==> src/rtl/lmsfir_pkg.sv <==
// Package for the LMS adaptive FIR filter: field widths, register indexes,
// reset values and the command and status types between controller and datapath.
// Depends on nothing.
`timescale 1ns / 1ps

package lmsfir_pkg;

	localparam int SAMPLE_W     = 16;
	localparam int STEP_W       = 16;
	localparam int TAPS_W       = 6;
	localparam int WEIGHT_W     = 32;
	localparam int CFG_INDEX_W  = 2;
	localparam int CFG_DATA_W   = 16;
	localparam int MAX_TAPS_DEF = 32;

	localparam logic [CFG_INDEX_W-1:0] REG_STEP_SIZE   = CFG_INDEX_W'(0);
	localparam logic [CFG_INDEX_W-1:0] REG_TAPS_IN_USE = CFG_INDEX_W'(1);

	localparam logic [STEP_W-1:0] STEP_SIZE_RST   = STEP_W'(655);
	localparam logic [TAPS_W-1:0] TAPS_IN_USE_RST = TAPS_W'(32);

	typedef struct packed {
		logic start;
		logic issue;
		logic upd_pass;
		logic round;
		logic mul;
		logic load_out;
		logic clear;
	} cmd_t;

	typedef struct packed {
		logic busy;
	} sts_t;

endpackage

==> src/rtl/lmsfir_dp.sv <==
// Datapath of the LMS adaptive FIR filter: weight and history memories, the
// shared multiply-accumulate pipeline, rounding, error scaling and the output register.
// Depends on lmsfir_pkg.
`timescale 1ns / 1ps

module lmsfir_dp #(
	parameter int MAX_TAPS = lmsfir_pkg::MAX_TAPS_DEF,
	parameter int TAP_W    = (MAX_TAPS > 1) ? $clog2(MAX_TAPS) : 1
) (
	input  logic                                   clk,
	input  logic                                   arst_n,
	input  lmsfir_pkg::cmd_t                       cmd,
	input  logic [TAP_W-1:0]                       tap_idx,
	output lmsfir_pkg::sts_t                       sts,
	input  logic signed [lmsfir_pkg::SAMPLE_W-1:0] noisy_sample,
	input  logic signed [lmsfir_pkg::SAMPLE_W-1:0] desired_sample,
	input  logic [lmsfir_pkg::STEP_W-1:0]          step_size,
	output logic signed [lmsfir_pkg::SAMPLE_W-1:0] filtered_out
);
	import lmsfir_pkg::*;

	localparam int ERR_W  = SAMPLE_W + 1;
	localparam int MULA_W = 2 * ERR_W;
	localparam int PROD_W = MULA_W + SAMPLE_W;
	localparam int DELTA_W = WEIGHT_W + 1;
	localparam int WSUM_W = WEIGHT_W + 2;
	localparam int ACC_W  = PROD_W + TAP_W;
	localparam logic [TAP_W:0]     DEPTH    = (TAP_W + 1)'(MAX_TAPS);
	localparam logic [TAP_W-1:0]   HEAD_MAX = TAP_W'(MAX_TAPS - 1);
	localparam logic signed [WSUM_W-1:0] W_MAX = WSUM_W'(64'sd2147483647);
	localparam logic signed [WSUM_W-1:0] W_MIN = WSUM_W'(-64'sd2147483648);
	localparam logic signed [ACC_W-1:0]  Y_MAX = ACC_W'(32767);
	localparam logic signed [ACC_W-1:0]  Y_MIN = ACC_W'(-32768);

	logic signed [WEIGHT_W-1:0] w_mem [MAX_TAPS];
	logic signed [SAMPLE_W-1:0] h_mem [MAX_TAPS];
	logic [MAX_TAPS-1:0] w_valid_q;
	logic [MAX_TAPS-1:0] h_valid_q;

	logic [TAP_W-1:0] head_q;
	logic [TAP_W-1:0] head_next;
	logic [TAP_W:0]   h_wrap;
	logic [TAP_W-1:0] h_addr;

	logic signed [SAMPLE_W-1:0] d_q;
	logic signed [ACC_W-1:0]    acc_q;
	logic signed [SAMPLE_W-1:0] y_q;
	logic signed [MULA_W-1:0]   mu_e_q;
	logic signed [SAMPLE_W-1:0] out_q;

	logic signed [WEIGHT_W-1:0] w_rd_s1;
	logic signed [SAMPLE_W-1:0] x_rd_s1;
	logic wv_s1, hv_s1, vld_s1, upd_s1;
	logic [TAP_W-1:0] tap_s1;

	logic signed [PROD_W-1:0]   prod_s2;
	logic signed [WEIGHT_W-1:0] w_s2;
	logic vld_s2, upd_s2;
	logic [TAP_W-1:0] tap_s2;

	logic signed [DELTA_W-1:0]  delta_s3;
	logic signed [WEIGHT_W-1:0] w_s3;
	logic vld_s3;
	logic [TAP_W-1:0] tap_s3;

	logic signed [WEIGHT_W-1:0] w_eff;
	logic signed [SAMPLE_W-1:0] x_eff;
	logic signed [MULA_W-1:0]   mul_a;
	logic signed [PROD_W-1:0]   mul_p;
	logic signed [PROD_W-1:0]   upd_sum;
	logic signed [PROD_W-1:0]   upd_sh;
	logic signed [WSUM_W-1:0]   wsum;
	logic signed [WEIGHT_W-1:0] w_new;
	logic signed [ACC_W-1:0]    rnd_sum;
	logic signed [ACC_W-1:0]    rnd_sh;
	logic signed [SAMPLE_W-1:0] y_sat;
	logic signed [ERR_W-1:0]    err;
	logic signed [ERR_W-1:0]    step_s;
	logic signed [MULA_W-1:0]   mu_e;

	assign head_next = (head_q == HEAD_MAX) ? '0 : head_q + 1'b1;
	assign h_wrap = {1'b0, head_q} + DEPTH - {1'b0, tap_idx};
	assign h_addr = (head_q >= tap_idx) ? (head_q - tap_idx) : h_wrap[TAP_W-1:0];

	assign w_eff = wv_s1 ? w_rd_s1 : '0;
	assign x_eff = hv_s1 ? x_rd_s1 : '0;
	assign mul_a = upd_s1 ? mu_e_q : MULA_W'(w_eff);
	assign mul_p = mul_a * x_eff;

	assign upd_sum = prod_s2 + PROD_W'(1 << 17);
	assign upd_sh  = upd_sum >>> 18;

	always_comb begin
		wsum = WSUM_W'(w_s3) + WSUM_W'(delta_s3);
		if (wsum > W_MAX) begin
			w_new = W_MAX[WEIGHT_W-1:0];
		end else if (wsum < W_MIN) begin
			w_new = W_MIN[WEIGHT_W-1:0];
		end else begin
			w_new = wsum[WEIGHT_W-1:0];
		end
	end

	always_comb begin
		rnd_sum = acc_q + ACC_W'(1 << 27);
		rnd_sh = rnd_sum >>> 28;
		if (rnd_sh > Y_MAX) begin
			y_sat = Y_MAX[SAMPLE_W-1:0];
		end else if (rnd_sh < Y_MIN) begin
			y_sat = Y_MIN[SAMPLE_W-1:0];
		end else begin
			y_sat = rnd_sh[SAMPLE_W-1:0];
		end
	end

	assign err    = ERR_W'(d_q) - ERR_W'(y_q);
	assign step_s = $signed({1'b0, step_size});
	assign mu_e   = step_s * err;

	assign sts.busy = vld_s1 | vld_s2 | vld_s3;
	assign filtered_out = out_q;

	always_ff @(posedge clk) begin
		if (cmd.start) begin
			h_mem[head_next] <= noisy_sample;
		end
		x_rd_s1 <= h_mem[h_addr];
	end

	always_ff @(posedge clk) begin
		if (vld_s3) begin
			w_mem[tap_s3] <= w_new;
		end
		w_rd_s1 <= w_mem[tap_idx];
	end

	always_ff @(posedge clk or negedge arst_n) begin
		if (!arst_n) begin
			w_valid_q <= '0;
			h_valid_q <= '0;
			head_q <= '0;
			vld_s1 <= 1'b0;
			vld_s2 <= 1'b0;
			vld_s3 <= 1'b0;
		end else begin
			vld_s1 <= cmd.issue;
			vld_s2 <= vld_s1;
			vld_s3 <= vld_s2 & upd_s2;
			if (cmd.clear) begin
				w_valid_q <= '0;
				h_valid_q <= '0;
			end else begin
				if (cmd.start) begin
					h_valid_q[head_next] <= 1'b1;
					head_q <= head_next;
				end
				if (vld_s3) begin
					w_valid_q[tap_s3] <= 1'b1;
				end
			end
		end
	end

	always_ff @(posedge clk) begin
		wv_s1 <= w_valid_q[tap_idx];
		hv_s1 <= h_valid_q[h_addr];
		upd_s1 <= cmd.upd_pass;
		tap_s1 <= tap_idx;

		prod_s2 <= mul_p;
		w_s2 <= w_eff;
		upd_s2 <= upd_s1;
		tap_s2 <= tap_s1;

		delta_s3 <= upd_sh[DELTA_W-1:0];
		w_s3 <= w_s2;
		tap_s3 <= tap_s2;

		if (cmd.start) begin
			d_q <= desired_sample;
			acc_q <= '0;
		end else if (vld_s2 && !upd_s2) begin
			acc_q <= acc_q + ACC_W'(prod_s2);
		end
		if (cmd.round) begin
			y_q <= y_sat;
		end
		if (cmd.mul) begin
			mu_e_q <= mu_e;
		end
		if (cmd.load_out) begin
			out_q <= y_q;
		end
	end

endmodule

==> config.mk <==
export PLATFORM = sky130hd
export DESIGN_NAME = lmsfir_dp
export DESIGN_NICKNAME = d
export VERILOG_FILES = /design/src/rtl/lmsfir_pkg.sv /design/src/rtl/lmsfir_dp.sv
export SDC_FILE = /design/constraint.sdc
export NUM_CORES = 2
export LEC_CHECK = 0
export BUFFER_PORTS_ARGS = -buffer_cell sky130_fd_sc_hd__buf_2
export CELL_PAD_IN_SITES_DETAIL_PLACEMENT = 1
export CELL_PAD_IN_SITES_GLOBAL_PLACEMENT = 2
export CORE_ASPECT_RATIO = 1.5
export CORE_MARGIN = 10
export CORE_UTILIZATION = 40
export CTS_BUF_LIST = sky130_fd_sc_hd__clkbuf_2 sky130_fd_sc_hd__clkbuf_4 sky130_fd_sc_hd__clkbuf_8
export CTS_CLUSTER_DIAMETER = 80
export DETAILED_ROUTE_END_ITERATION = 10
export PLACE_DENSITY_LB_ADDON = 0.1
export SLEW_MARGIN = 0
export SYNTH_ARGS = -nofsm -noshare
export SYNTH_HDL_FRONTEND = slang
export SYNTH_SLANG_ARGS = --single-unit
export TNS_END_PERCENT = 10
==> constraint.sdc <==
create_clock -name clk -period 15.06 [get_ports clk]
set_input_delay 2.259 -clock clk [delete_from_list [all_inputs] [get_ports clk]]
set_output_delay 2.259 -clock clk [all_outputs]
set_load 0.01 [all_outputs]
==> flow_metrics.tcl <==
set metrics [dict create \
    status "finished, final reports clean" \
    crit_required_ps 15710 \
    crit_type "reg2reg" \
    clockBufferDepth 4 \
    num_rows 230 \
    drive_above_1_share 0.183 \
    viasPerCell 5.39 \
    arrival_ps 9720 \
    die_h_um 647 \
    syn_area_um2 105000 \
    r2r_slack_ps 6000 \
    rr_worst_depth 34 \
    ys_seq_area_frac 0.531 \
    grt_overflow 0 \
    filler_cell_count 26300 \
    yosys.area_share.simple 0.0717 \
    die_w_um 438 \
    relSlewSlack 0.111 \
    path_common_cell "fa_1" \
    synth_edf_count 1618 \
    initial_core_util 0.401 \
    multi_input_area_um2 45200 \
    grt_pass1_vias 68700 \
    nets 8792 \
    synth_fa_ha_area_frac 0.182 \
    synth.distinct_cells 97 \
    cp-end-kind "flop" \
    worstReg2RegEnd "mu_e_q[33]" \
    synth_area_leaders "edfxtp_1 (46%), fa_1 (14%), mux4_2 (11%)" \
    synth_xor_area_frac 0.0182 \
    die_area_um2 284000 \
    skew_ps 97.1 \
    crit_fanout 16 \
    crit_path_max_incr_delay_ps 560 \
    grt_first_pass_wirelength_um 469000 \
    finalSetupViolCount 0 \
    first_pass_iters 5 \
    boundaryPins 79 \
    slew_viol_final 0 \
    ctsHoldBuffers 0 \
    synth_top_family_by_area "adder cells" \
    syn_nets 8539 \
    antenna_found_initial 13 \
    synth-compound-area-share 0.0410 \
    post_cts_resize_count 0 \
    syn_area_per_cell_um2 14.2 \
    cap_violations 0 \
    portBuffers 78 \
    fmax_ghz 0.110 \
    syn_to_final_growth_pct 11.0 \
    wirelength_um 319000 \
    r2r_start "y_q[1]" \
    h-tree-depth 5 \
    drc 0 \
    syn_inst 7394 \
    synth_top_area_share 0.463 \
    dr_total_vias 61200 \
    core-area_um2 262000 \
    synth_seq_cells 1958 \
    insertion_delay_ps 980 \
    grt_usage 0.224 \
    startpoint_type "flop" \
    setup-tns-final_ps 0 \
    grt_max_degree 122 \
    cts_buffers 312 \
    worstMarginPinSlew_ps 1330 \
    synth-main-ff-cell "edfxtp_1" \
    dp_hpwl_um 216000 \
    hold_depth 0 \
    async_flop_share 0.0368 \
    period_share 0.602 \
    fin_crit_ps 9060 \
    seqCellArea_um2 55800 \
    avgRoutedWirePerCell_um 28.0 \
    rsz0062_at_grt "false" \
    cts_root_buf "clkbuf_8" \
    final_antenna_net_count 0 \
    hp-start "w_s2[30]" \
    finalHoldViolCount 0 \
    yosysTopAreaCell "edfxtp_1" \
    synthMuxAreaShare 0.113 \
    critPathSlowestCell "fa_1" \
    clock-sinks 1958 \
    hp-class "reg2reg" \
    min_to "w_s3[30]" \
    path_clk_slew_ps 60 \
    synth_warnings 0 \
    gp_congestion 0.843 \
    cts_tree "done" \
    cts_setup_buffers 0 \
    drt-initial-drc-count 3949 \
]
-- routing by layer --
layer / global-route usage / share of wire / vias to the layer above
li1: - / - / 26500
met1: 0.265 / 0.39 / 32800
met2: 0.415 / 0.54 / 1302
met3: 0.0260 / 0.035 / 516
met4: 0.0820 / 0.041 / 2
met5: 0 / 0.000025 / -
-- state kept, by name, summed over array words and instances, names as in the netlist, 5 cells and up --
register      flops
h_mem           512
w_rd_s1          32
w_valid_q        32
h_valid_q        32
w_mem          1024
w_s2             32
filtered_out     16
tap_s3            5
w_s3             32
y_q              16
acc_q            55
d_q              16
delta_s3         32
x_rd_s1          16
prod_s2          50
mu_e_q           34
head_q            5
tap_s1            5
tap_s2            5
-- how the worst max path moves through the flow --
stage / start / endpoint / slack, ps / cells past startpoint
finish: y_q[1] / mu_e_q[33] / 6000 / 34
floorplan: step_size[14] / mu_e_q[32] / 6980 / 25
detailed placement: y_q[0] / mu_e_q[33] / 6050 / 33
global placement: y_q[1] / mu_e_q[33] / 6200 / 34
CTS: y_q[0] / mu_e_q[33] / 5920 / 33
global route: y_q[0] / mu_e_q[33] / 5370 / 33
-- cell families (layout without fill, tap and decap cells) --
family	after synthesis	count (layout)
multiplexers	554	554
AO/OA/AOI/OAI	674	674
flip-flops	1958	1958
other	0	9
adder cells (fa/ha/maj)	1089	1089
AND/OR/NAND/NOR	1710	1710
XOR/XNOR	216	216
buffers and inverters	1193	1674
-- cell usage in the layout, fill, tap and decap left out, types with 102 or more instances in the layout --
cell type     n
clkbuf_8    332
and2_1      102
ha_1        355
a21oi_1     199
xnor2_1     138
buf_4       166
dfxtp_1     267
nor2_1      428
inv_1       888
fa_1        726
clkbuf_4    103
mux4_2      500
edfxtp_1   1618
nand2_1     763
-- synthesized netlist by cell type (all sizes together), types with 95 or more instances --
master	n
mux4	500
a21o	95
ha	356
fa	727
inv	888
and2	102
o21ai	159
nand2	765
xnor2	142
edfxtp	1618
a21oi	217
nor2	498
dfxtp	268
clkbuf	226
-- per-stage QoR --
stage,utilization,area (um2),worst slack (ps),cells,hold slack [ps]
2_1_floorplan,-,105000,6980,7394,310
3_3_place_gp,0.422,110000,6200,10800,310
3_5_place_dp,0.422,110000,6050,10800,313
4_1_cts,0.445,116000,5920,11400,291
5_1_grt,0.445,116000,5370,11400,296
6_report,0.445,117000,6000,11400,284
-- final cells by class --
cell class | instances | share of cell area
inverter | 889 | 0.0287
sequential | 1958 | 0.479
timing repair buffer | 243 | 0.0144
tap | 3480 | 0.0374
multi-input combinational | 4243 | 0.388
antenna | 9 | 0.000193
clock buffer | 435 | 0.0459
clock inverter | 107 | 0.00688
-- critical path: cells and delay by family (launching register included) --
family,cells,cell delay (ps)
adders and majority gates,8,3540
xor gates and xnor gates,2,240
and+or+nand+nor,4,740
DFF,1,440
AOI/OAI and AO/OA,15,3270
buffers and inverters,5,520
Power is not shown: default switching activity piles up to over one toggle a cycle in this logic, so the estimate is an artifact.
