## config.mk

```make
export PLATFORM = sky130hd
export DESIGN_NAME = lmsfir_ctrl
export DESIGN_NICKNAME = d
export VERILOG_FILES = /design/src/rtl/lmsfir_pkg.sv /design/src/rtl/lmsfir_ctrl.sv
export SDC_FILE = /design/constraint.sdc
export NUM_CORES = 1
export LEC_CHECK = 0
export BUFFER_PORTS_ARGS = -buffer_cell sky130_fd_sc_hd__buf_2
export CORE_UTILIZATION = 53
export DETAILED_ROUTE_END_ITERATION = 6
export PLACE_DENSITY_LB_ADDON = 0.15
export SYNTH_ARGS = -nofsm -noshare
export SYNTH_HDL_FRONTEND = slang
export SYNTH_SLANG_ARGS = --single-unit
```

## constraint.sdc

```tcl
create_clock -name clk -period 3.1 [get_ports clk]
set_clock_uncertainty 0.1 [all_clocks]
set_input_delay 0.31 -clock clk [delete_from_list [all_inputs] [get_ports clk]]
set_output_delay 0.31 -clock clk [all_outputs]
set_load 0.01 [all_outputs]
```

## src/rtl/lmsfir_pkg.sv

```systemverilog
// Package for the LMS adaptive FIR filter: field widths, register indexes,
// reset values and the command and status types between controller and datapath.
// Depends on nothing.
`timescale 1ns / 1ps

package lmsfir_pkg;

	localparam int SAMPLE_W     = 16;
	localparam int STEP_W       = 16;
	localparam int TAPS_W       = 6;
	localparam int WEIGHT_W     = 32;
	localparam int CFG_INDEX_W  = 2;
	localparam int CFG_DATA_W   = 16;
	localparam int MAX_TAPS_DEF = 32;

	localparam logic [CFG_INDEX_W-1:0] REG_STEP_SIZE   = CFG_INDEX_W'(0);
	localparam logic [CFG_INDEX_W-1:0] REG_TAPS_IN_USE = CFG_INDEX_W'(1);

	localparam logic [STEP_W-1:0] STEP_SIZE_RST   = STEP_W'(655);
	localparam logic [TAPS_W-1:0] TAPS_IN_USE_RST = TAPS_W'(32);

	typedef struct packed {
		logic start;
		logic issue;
		logic upd_pass;
		logic round;
		logic mul;
		logic load_out;
		logic clear;
	} cmd_t;

	typedef struct packed {
		logic busy;
	} sts_t;

endpackage

```

## src/rtl/lmsfir_ctrl.sv

```systemverilog
// Controller of the LMS adaptive FIR filter: sequences the filter pass and the
// weight update pass over the active taps and owns the output handshake.
// Depends on lmsfir_pkg.
`timescale 1ns / 1ps

module lmsfir_ctrl #(
	parameter int MAX_TAPS = lmsfir_pkg::MAX_TAPS_DEF,
	parameter int TAP_W    = (MAX_TAPS > 1) ? $clog2(MAX_TAPS) : 1
) (
	input  logic                      clk,
	input  logic                      arst_n,
	input  logic                      in_valid,
	output logic                      in_stall,
	input  logic                      last_sample,
	input  logic [lmsfir_pkg::TAPS_W-1:0] taps_in_use,
	output logic                      out_valid,
	input  logic                      out_stall,
	output lmsfir_pkg::cmd_t          cmd,
	output logic [TAP_W-1:0]          tap_idx,
	input  lmsfir_pkg::sts_t          sts
);
	import lmsfir_pkg::*;

	localparam int WIDE = TAP_W + TAPS_W;

	typedef enum logic [7:0] {
		ST_IDLE      = 8'b0000_0001,
		ST_MAC       = 8'b0000_0010,
		ST_MAC_DRAIN = 8'b0000_0100,
		ST_ROUND     = 8'b0000_1000,
		ST_MUL       = 8'b0001_0000,
		ST_UPD       = 8'b0010_0000,
		ST_UPD_DRAIN = 8'b0100_0000,
		ST_FINISH    = 8'b1000_0000
	} state_t;

	state_t state_q, state_next;
	logic [TAP_W-1:0] tap_q;
	logic [TAP_W-1:0] last_tap_q;
	logic [TAP_W-1:0] last_tap_in;
	logic [WIDE-1:0] taps_wide;
	logic last_q;
	logic out_valid_q;
	logic accept;
	logic out_free;

	assign accept   = in_valid && (state_q == ST_IDLE);
	assign in_stall = (state_q != ST_IDLE);
	assign out_free = !out_valid_q || !out_stall;
	assign out_valid = out_valid_q;
	assign tap_idx  = tap_q;

	always_comb begin
		taps_wide = WIDE'(taps_in_use);
		if (taps_wide == '0) begin
			last_tap_in = '0;
		end else if (taps_wide > WIDE'(MAX_TAPS)) begin
			last_tap_in = TAP_W'(MAX_TAPS - 1);
		end else begin
			last_tap_in = TAP_W'(taps_wide - 1'b1);
		end
	end

	always_comb begin
		state_next = state_q;
		cmd = '0;
		case (state_q)
			ST_IDLE: begin
				if (accept) begin
					cmd.start = 1'b1;
					state_next = ST_MAC;
				end
			end
			ST_MAC: begin
				cmd.issue = 1'b1;
				if (tap_q == last_tap_q) begin
					state_next = ST_MAC_DRAIN;
				end
			end
			ST_MAC_DRAIN: begin
				if (!sts.busy) begin
					state_next = ST_ROUND;
				end
			end
			ST_ROUND: begin
				cmd.round = 1'b1;
				state_next = ST_MUL;
			end
			ST_MUL: begin
				cmd.mul = 1'b1;
				state_next = ST_UPD;
			end
			ST_UPD: begin
				cmd.issue = 1'b1;
				cmd.upd_pass = 1'b1;
				if (tap_q == last_tap_q) begin
					state_next = ST_UPD_DRAIN;
				end
			end
			ST_UPD_DRAIN: begin
				if (!sts.busy) begin
					state_next = ST_FINISH;
				end
			end
			ST_FINISH: begin
				if (out_free) begin
					cmd.load_out = 1'b1;
					cmd.clear = last_q;
					state_next = ST_IDLE;
				end
			end
			default: begin
				state_next = ST_IDLE;
			end
		endcase
	end

	always_ff @(posedge clk or negedge arst_n) begin
		if (!arst_n) begin
			state_q <= ST_IDLE;
			tap_q <= '0;
			last_tap_q <= '0;
			last_q <= 1'b0;
			out_valid_q <= 1'b0;
		end else begin
			state_q <= state_next;
			if (accept) begin
				last_tap_q <= last_tap_in;
				last_q <= last_sample;
			end
			if (cmd.issue) begin
				tap_q <= (tap_q == last_tap_q) ? '0 : tap_q + 1'b1;
			end
			if (cmd.load_out) begin
				out_valid_q <= 1'b1;
			end else if (!out_stall) begin
				out_valid_q <= 1'b0;
			end
		end
	end

endmodule

```

==> metrics.yaml, run 1 <==
route:
  postRouteAntennaNets: 0
  wl_per_cell_um: 13.5
  drtIter0Drc: 25
  wl_mm: 2.40
  drc_errors: 0
  first_pass_iters: 4
  routed_via_density: 5.81
  vias: 1034
yosys:
  syn_area_um2: 1210
  ys_types: 48
  yosysMostFrequentCell: "dfrtp_1"
  yosys_warnings: 0
  synth_edf_count: 0
  synthFlopType: "dfrtp_1"
  syn-instance-count: 123
  synth_top_area_share_pct: 39.3
  synth.avg_cell_area_um2: 9.84
  synthTopCellsByCount: "dfrtp_1 (19), o21ai_0 (10), nand2_1 (9), nor4_1 (7), inv_1 (6)"
  syn-num-nets: 138
  yosys_register_bits: 20
  synth_seq_area_share_pct: 41.5
  async_flop_share_pct: 100
  synth_area_leaders: "dfrtp_1 (39%), o21ai_0 (4.1%), nor4_1 (3.6%), xnor2_1 (3.6%), ha_1 (3.1%)"
  synth_area_leader_cell: "dfrtp_1"
placed_design:
  pre_cts_ws_ns: 0.607
  place_congestion: 0.755
  port_buffers: 25
  dpl_cell_area_um2: 1360
  dpl.hpwl_mm: 1.86
setup_path:
  setup.worst_path.end_class: "output pin"
  crit_slowest_cell: "or4_4"
  path_buf_inv: 1
  cp_max_fo: 7
  startpoint: "state_q[4]$_DFFE_PN0P_"
  start_kind: "flop"
  critical_path_class: "flop to output pin"
  reg2reg_depth: 5
  crit_family: "simple AND/OR/NAND/NOR gates"
  cp.required_ns: 2.69
  worst-endpoint-arrival_ns: 2.43
  r2r_start: "state_q[1]$_DFFE_PN0P_"
  path_cells: "or4_4 -> or3_4 -> or3b_4 -> a21oi_2 -> and2_1 -> buf_2"
  r2r_setup_slack_ns: 0.65
  worstReg2RegEnd: "state_q[6]$_DFFE_PN0P_"
  cpPeakStageDelay_ns: 0.58
  cp.depth: 6
clocking:
  cts_resized: 0
  cts_root_buffer: "clkbuf_4"
  cts_setup_buffers: 0
  clock_latency_ns: 0.30
  clk_path_buf_depth: 2
  cts_sinks: 20
  cts-buffers-inserted: 3
  hold_buffers: 1
  clkTransAtPathRegs_ns: 0.11
  htreeDepth: 1
  cts_tree: "done"
final_layout:
  num-fill-cells: 174
  synthToLayoutAreaGrowth_pct: 15.4
  fin_area_um2: 1400
  insertedDiodeCount: 0
  drive_gt1_share_pct: 26.5
  fin_nets: 167
global_routing:
  grt_overflow: 0
  antenna_found_initial: 0
  grt_max_degree: 21
  grt_usage_pct: 22.6
  first_global_vias: 967
  grt_pass1_wl_mm: 4.31
outcome:
  status: "completed"
timing:
  finalHoldViolCount: 0
  setup_viol: 0
  finalMaxSlewViolations: 0
  min_period_over_period_pct: 91.5
  layout_setup_ws_ns: 0.263
  hold_slack_ns: 0.0975
  tightestPinTransition_ns: 0.656
  slew_headroom_pct: 55.7
  max_freq_mhz: 352
  period_needed_ns: 2.84
  rsz0062_at_grt: "no"
  setup_tns_ns: 0
worst_hold_path:
  min_from: "sts"
  hold_depth: 2
  hold_path_end: "state_q[3]$_DFFE_PN0P_"
  hold_path_class: "input port to flop"
power_and_ir_drop:
  ir_worst_vdd_mv: 0.337
  pwr-share-seq_pct: 45.2
  clockPowerShare_pct: 13.6
  leakage_nw: 0.668
  internal-power_mw: 0.584
  power.share.switching_pct: 38.1
  p_sw_mw: 0.359
  p_per_area_nw_per_um2: 676
  combPwrFrac_pct: 41.2
die:
  dieArea_um2: 2480
  core-area_um2: 2060
  io_pins: 26
  die_w_um: 49.8
  die_h_um: 49.8
  rows: 16
  start_util_pct: 58.7
run:
  cap_violations: 0
## how the worst max path moves through the flow
stage                  end  slack [ns]
finish              cmd[0]        0.26
global route        cmd[0]        0.16
CTS                 cmd[0]        0.25
detailed placement  cmd[0]        0.61
global placement    cmd[0]        0.64
floorplan           cmd[0]        0.66
## cells in the final DEF (no fill, tap or decap), types with 2 or more instances in the layout
master and instances:
nand2_1 9, clkbuf_4 3, xnor2_1 5, nor2_1 4, a22o_1 2, nand4b_1 2
nand3_1 4, nor2b_1 3, buf_2 25, maj3_1 3, nand2b_1 4, xor2_1 2
nor4_1 7, or4_4 2, dfrtp_1 19, o21bai_1 2, nor3_1 3, o21ai_0 10
mux2_2 2, inv_1 6, o21ai_1 3, ha_1 3
## worst reg2reg max path, delay by kind of cell (launching register included)
family	cells	cell delay [ns]
multiplexers	1	0.34
AND/OR/NAND/NOR	2	1.17
flip-flops	1	0.45
AO/OA/AOI/OAI	2	0.28
## power by group through the flow
stage	Combinational, mW	Clock [mW]	Sequential, mW
after floorplan	0.286	0	0.422
after global placement	0.378	0	0.424
after detailed placement	0.390	0	0.431
after CTS	0.392	0.131	0.426
after global routing	0.440	0.142	0.438
final	0.389	0.129	0.426
## registers in the layout, summed over array words and instances, names as in the netlist
register and count:
state_q 8, last_tap_q 5, tap_idx 5, last_q 1, out_valid 1
## layout make-up
| type | count | area, um^2 | share of cell area [%] |
|---|---|---|---|
| clock buffer | 4 | 26.3 | 1.88 |
| sequential | 20 | 502 | 35.9 |
| tap | 27 | 33.8 | 2.42 |
| timing repair buffer | 27 | 143 | 10.2 |
| multi-input combinational | 94 | 669 | 47.9 |
| inverter | 6 | 22.5 | 1.61 |
## layer usage
layer	wire, um	up-vias	share of wire [%]	GRT usage (%)
li1	-	518	-	-
met3	86	2	3.6	2.78
met4	15	0	0.63	5.71
met5	0	-	0	0
met1	1140	485	48	31.9
met2	1150	29	48	36.5
## cell families after synthesis
group	synth area share (%)
AOI/OAI and AO/OA	16.0
xor gates and xnor gates	5.07
adders and majority gates	5.58
buffers and inverters	3.21
DFF	41.5
muxes	3.62
and+or+nand+nor	25.0
## metrics by stage
stage | utilization (%) | power (mW) | std cells
after floorplan | - | 0.709 | 123
after global placement | 66.0 | 0.802 | 173
after detailed placement | 66.0 | 0.822 | 173
after CTS | 67.7 | 0.949 | 178
after global routing | 67.7 | 1.02 | 178
final | 67.7 | 0.944 | 178
Note: power is estimated with default switching activity, not from simulation.
==> inputs of run 2 (changes only) <==
PLACE_DENSITY = 0.78   (was unset)
PLACE_DENSITY_LB_ADDON = unset   (was 0.15)
==> run 2 against run 1 <==
  * Power is 8.6% higher
  * Sequential power is 1% lower
  * Via count is 2.6% lower
  * Flip-flop and latch count stayed put
  * Critical endpoint unchanged
==> metrics.yaml, run 2 (same netlist as run 1, synthesis figures left out) <==
outcome:
  status: "completed"  # unchanged
placed_design:
  dpl.hpwl_mm: 1.86  # about the same
  place_congestion: 0.774  # was 0.755
  dp.cells: 173  # unchanged
  dpl_cell_area_um2: 1360  # unchanged
  pre_cts_ws_ns: 0.576  # was 0.607 ns
  port_buffers: 25  # unchanged
route:
  routed_via_density: 5.66  # was 5.81
  first_pass_iters: 4  # unchanged
  drc_errors: 0  # unchanged
  postRouteAntennaNets: 0  # unchanged
  wl_per_cell_um: 13.0  # was 13.5 um
  drtIter0Drc: 30  # was 25
  vias: 1007  # was 1034
  wl_mm: 2.31  # was 2.40 mm
clocking:
  cts_setup_buffers: 0  # unchanged
  cts_tree: "done"  # unchanged
  clkTransAtPathRegs_ns: 0.12  # was 0.11 ns
  cts_resized: 0  # unchanged
  clock_latency_ns: 0.30  # about the same
  htreeDepth: 1  # unchanged
  cts_sinks: 20  # unchanged
  clk_path_buf_depth: 2  # unchanged
  hold_buffers: 1  # unchanged
  cts_root_buffer: "clkbuf_4"  # unchanged
  cts-buffers-inserted: 3  # unchanged
final_layout:
  final_cell_mix: "buf_2 (25), dfrtp_1 (19), o21ai_0 (10), nand2_1 (9), nor4_1 (7)"  # unchanged
  final_util_pct: 69.0  # was 67.7%
  drive_gt1_share_pct: 27.2  # was 26.5%
  synthToLayoutAreaGrowth_pct: 17.6  # was 15.4%
  layout.cells.non_filler: 178  # unchanged
  fin_nets: 167  # unchanged
  insertedDiodeCount: 0  # unchanged
  largest_register_ffs: 8  # unchanged
  fin_area_um2: 1420  # was 1400 um^2
  final_common_cell: "buf_2"  # unchanged
  top_register: "state_q"  # unchanged
worst_hold_path:
  hold_depth: 2  # unchanged
  hold_path_class: "input port to flop"  # unchanged
  hold_path_end: "state_q[3]$_DFFE_PN0P_"  # unchanged
  min_from: "sts"  # unchanged
power_and_ir_drop:
  pwr-share-seq_pct: 41.0  # was 45.2%
  leakage_nw: 0.681  # was 0.668 nW
  p_per_area_nw_per_um2: 720  # was 676 nW/um^2
  combPwrFrac_pct: 38.1  # was 41.2%
  p_sw_mw: 0.360  # was 0.359 mW
  ir_worst_vdd_mv: 0.654  # was 0.337 mV
  clockPowerShare_pct: 20.8  # was 13.6%
  power.total_mw: 1.02  # was 0.944 mW
  internal-power_mw: 0.665  # was 0.584 mW
  power.share.switching_pct: 35.1  # was 38.1%
global_routing:
  first_global_vias: 888  # was 967
  grt_pass1_wl_mm: 3.97  # was 4.31 mm
  grt_usage_pct: 20.9  # was 22.6%
  antenna_found_initial: 0  # unchanged
  grt_overflow: 0  # unchanged
  grt_max_degree: 21  # unchanged
setup_path:
  critical_path_class: "flop to output pin"  # unchanged
  reg2reg_depth: 5  # unchanged
  cpPeakStageDelay_ns: 0.58  # about the same
  worstReg2RegEnd: "state_q[6]$_DFFE_PN0P_"  # unchanged
  cp.required_ns: 2.69  # about the same
  crit_family: "simple AND/OR/NAND/NOR gates"  # unchanged
  start_kind: "flop"  # unchanged
  path_buf_inv: 1  # unchanged
  path_cells: "or4_4 -> or3_4 -> or3b_4 -> a21oi_2 -> and2_1 -> buf_2"  # unchanged
  setup.worst_path.end_class: "output pin"  # unchanged
  r2r_setup_slack_ns: 0.65  # about the same
  r2r_start: "state_q[5]$_DFFE_PN0P_"  # was state_q[1]$_DFFE_PN0P_
  worst-endpoint-arrival_ns: 2.46  # was 2.43 ns
  cp_max_fo: 7  # unchanged
  crit_slowest_cell: "or4_4"  # unchanged
timing:
  rsz0062_at_grt: "no"  # unchanged
  finalHoldViolCount: 0  # unchanged
  finalMaxSlewViolations: 0  # unchanged
  setup_tns_ns: 0  # unchanged
  tightestPinTransition_ns: 0.630  # was 0.656 ns
  slew_headroom_pct: 57.4  # was 55.7%
  hold_slack_ns: 0.0863  # was 0.0975 ns
  layout_setup_ws_ns: 0.229  # was 0.263 ns
  max_freq_mhz: 348  # was 352 MHz
  min_period_over_period_pct: 92.6  # was 91.5%
  setup_viol: 0  # unchanged
  period_needed_ns: 2.87  # was 2.84 ns
die:
  rows: 16  # unchanged
  dieArea_um2: 2480  # unchanged
  start_util_pct: 58.7  # unchanged
  die_h_um: 49.8  # unchanged
  core-area_um2: 2060  # unchanged
  io_pins: 26  # unchanged
  die_w_um: 49.8  # unchanged
run:
  cap_violations: 0  # unchanged
[run 2: changes by cell type in the layout (fill, tap and decap cells not counted)]
cell,previous run,this run
bufinv_16,0,1
clkbuf_1,1,0
[run 2: worst max path at each step]
stage,slack [ns],cells after the start,start,end
after floorplan,0.66,5,state_q[4]$_DFFE_PN0P_,cmd[0]
after global placement,0.64,6,state_q[4]$_DFFE_PN0P_,cmd[0]
after detailed placement,0.58,6,state_q[4]$_DFFE_PN0P_,cmd[0]
after CTS,0.21,6,state_q[4]$_DFFE_PN0P_,cmd[0]
after global routing,0.14,6,state_q[4]$_DFFE_PN0P_,cmd[0]
final,0.23,6,state_q[4]$_DFFE_PN0P_,cmd[0]
[run 2: layer usage]
metal,wire length (um),vias to the layer above,GRT usage (%)
met1,1100,459,27.4
met5,0,-,0
met4,8,0,5.71
li1,-,513,-
met2,1090,33,35.8
met3,112,2,2.78
[run 2: area by class of cell]
| type | instances | area, um^2 |
|---|---|---|
| multi-input cells | 94 | 669 |
| fillers | 163 | 639 |
| flip-flops and latches | 20 | 502 |
| repair buffers | 27 | 143 |
| well taps | 27 | 33.8 |
| clock inverters | 1 | 30.0 |
| clock buffers | 3 | 22.5 |
| inverters | 6 | 22.5 |
[run 2: power groups by stage]
stage / Sequential (mW) / Combinational, mW / Clock, mW
after CTS: 0.421 / 0.393 / 0.218
after floorplan: 0.422 / 0.286 / 0
after detailed placement: 0.427 / 0.391 / 0
final: 0.420 / 0.390 / 0.214
after global routing: 0.435 / 0.436 / 0.225
after global placement: 0.424 / 0.380 / 0
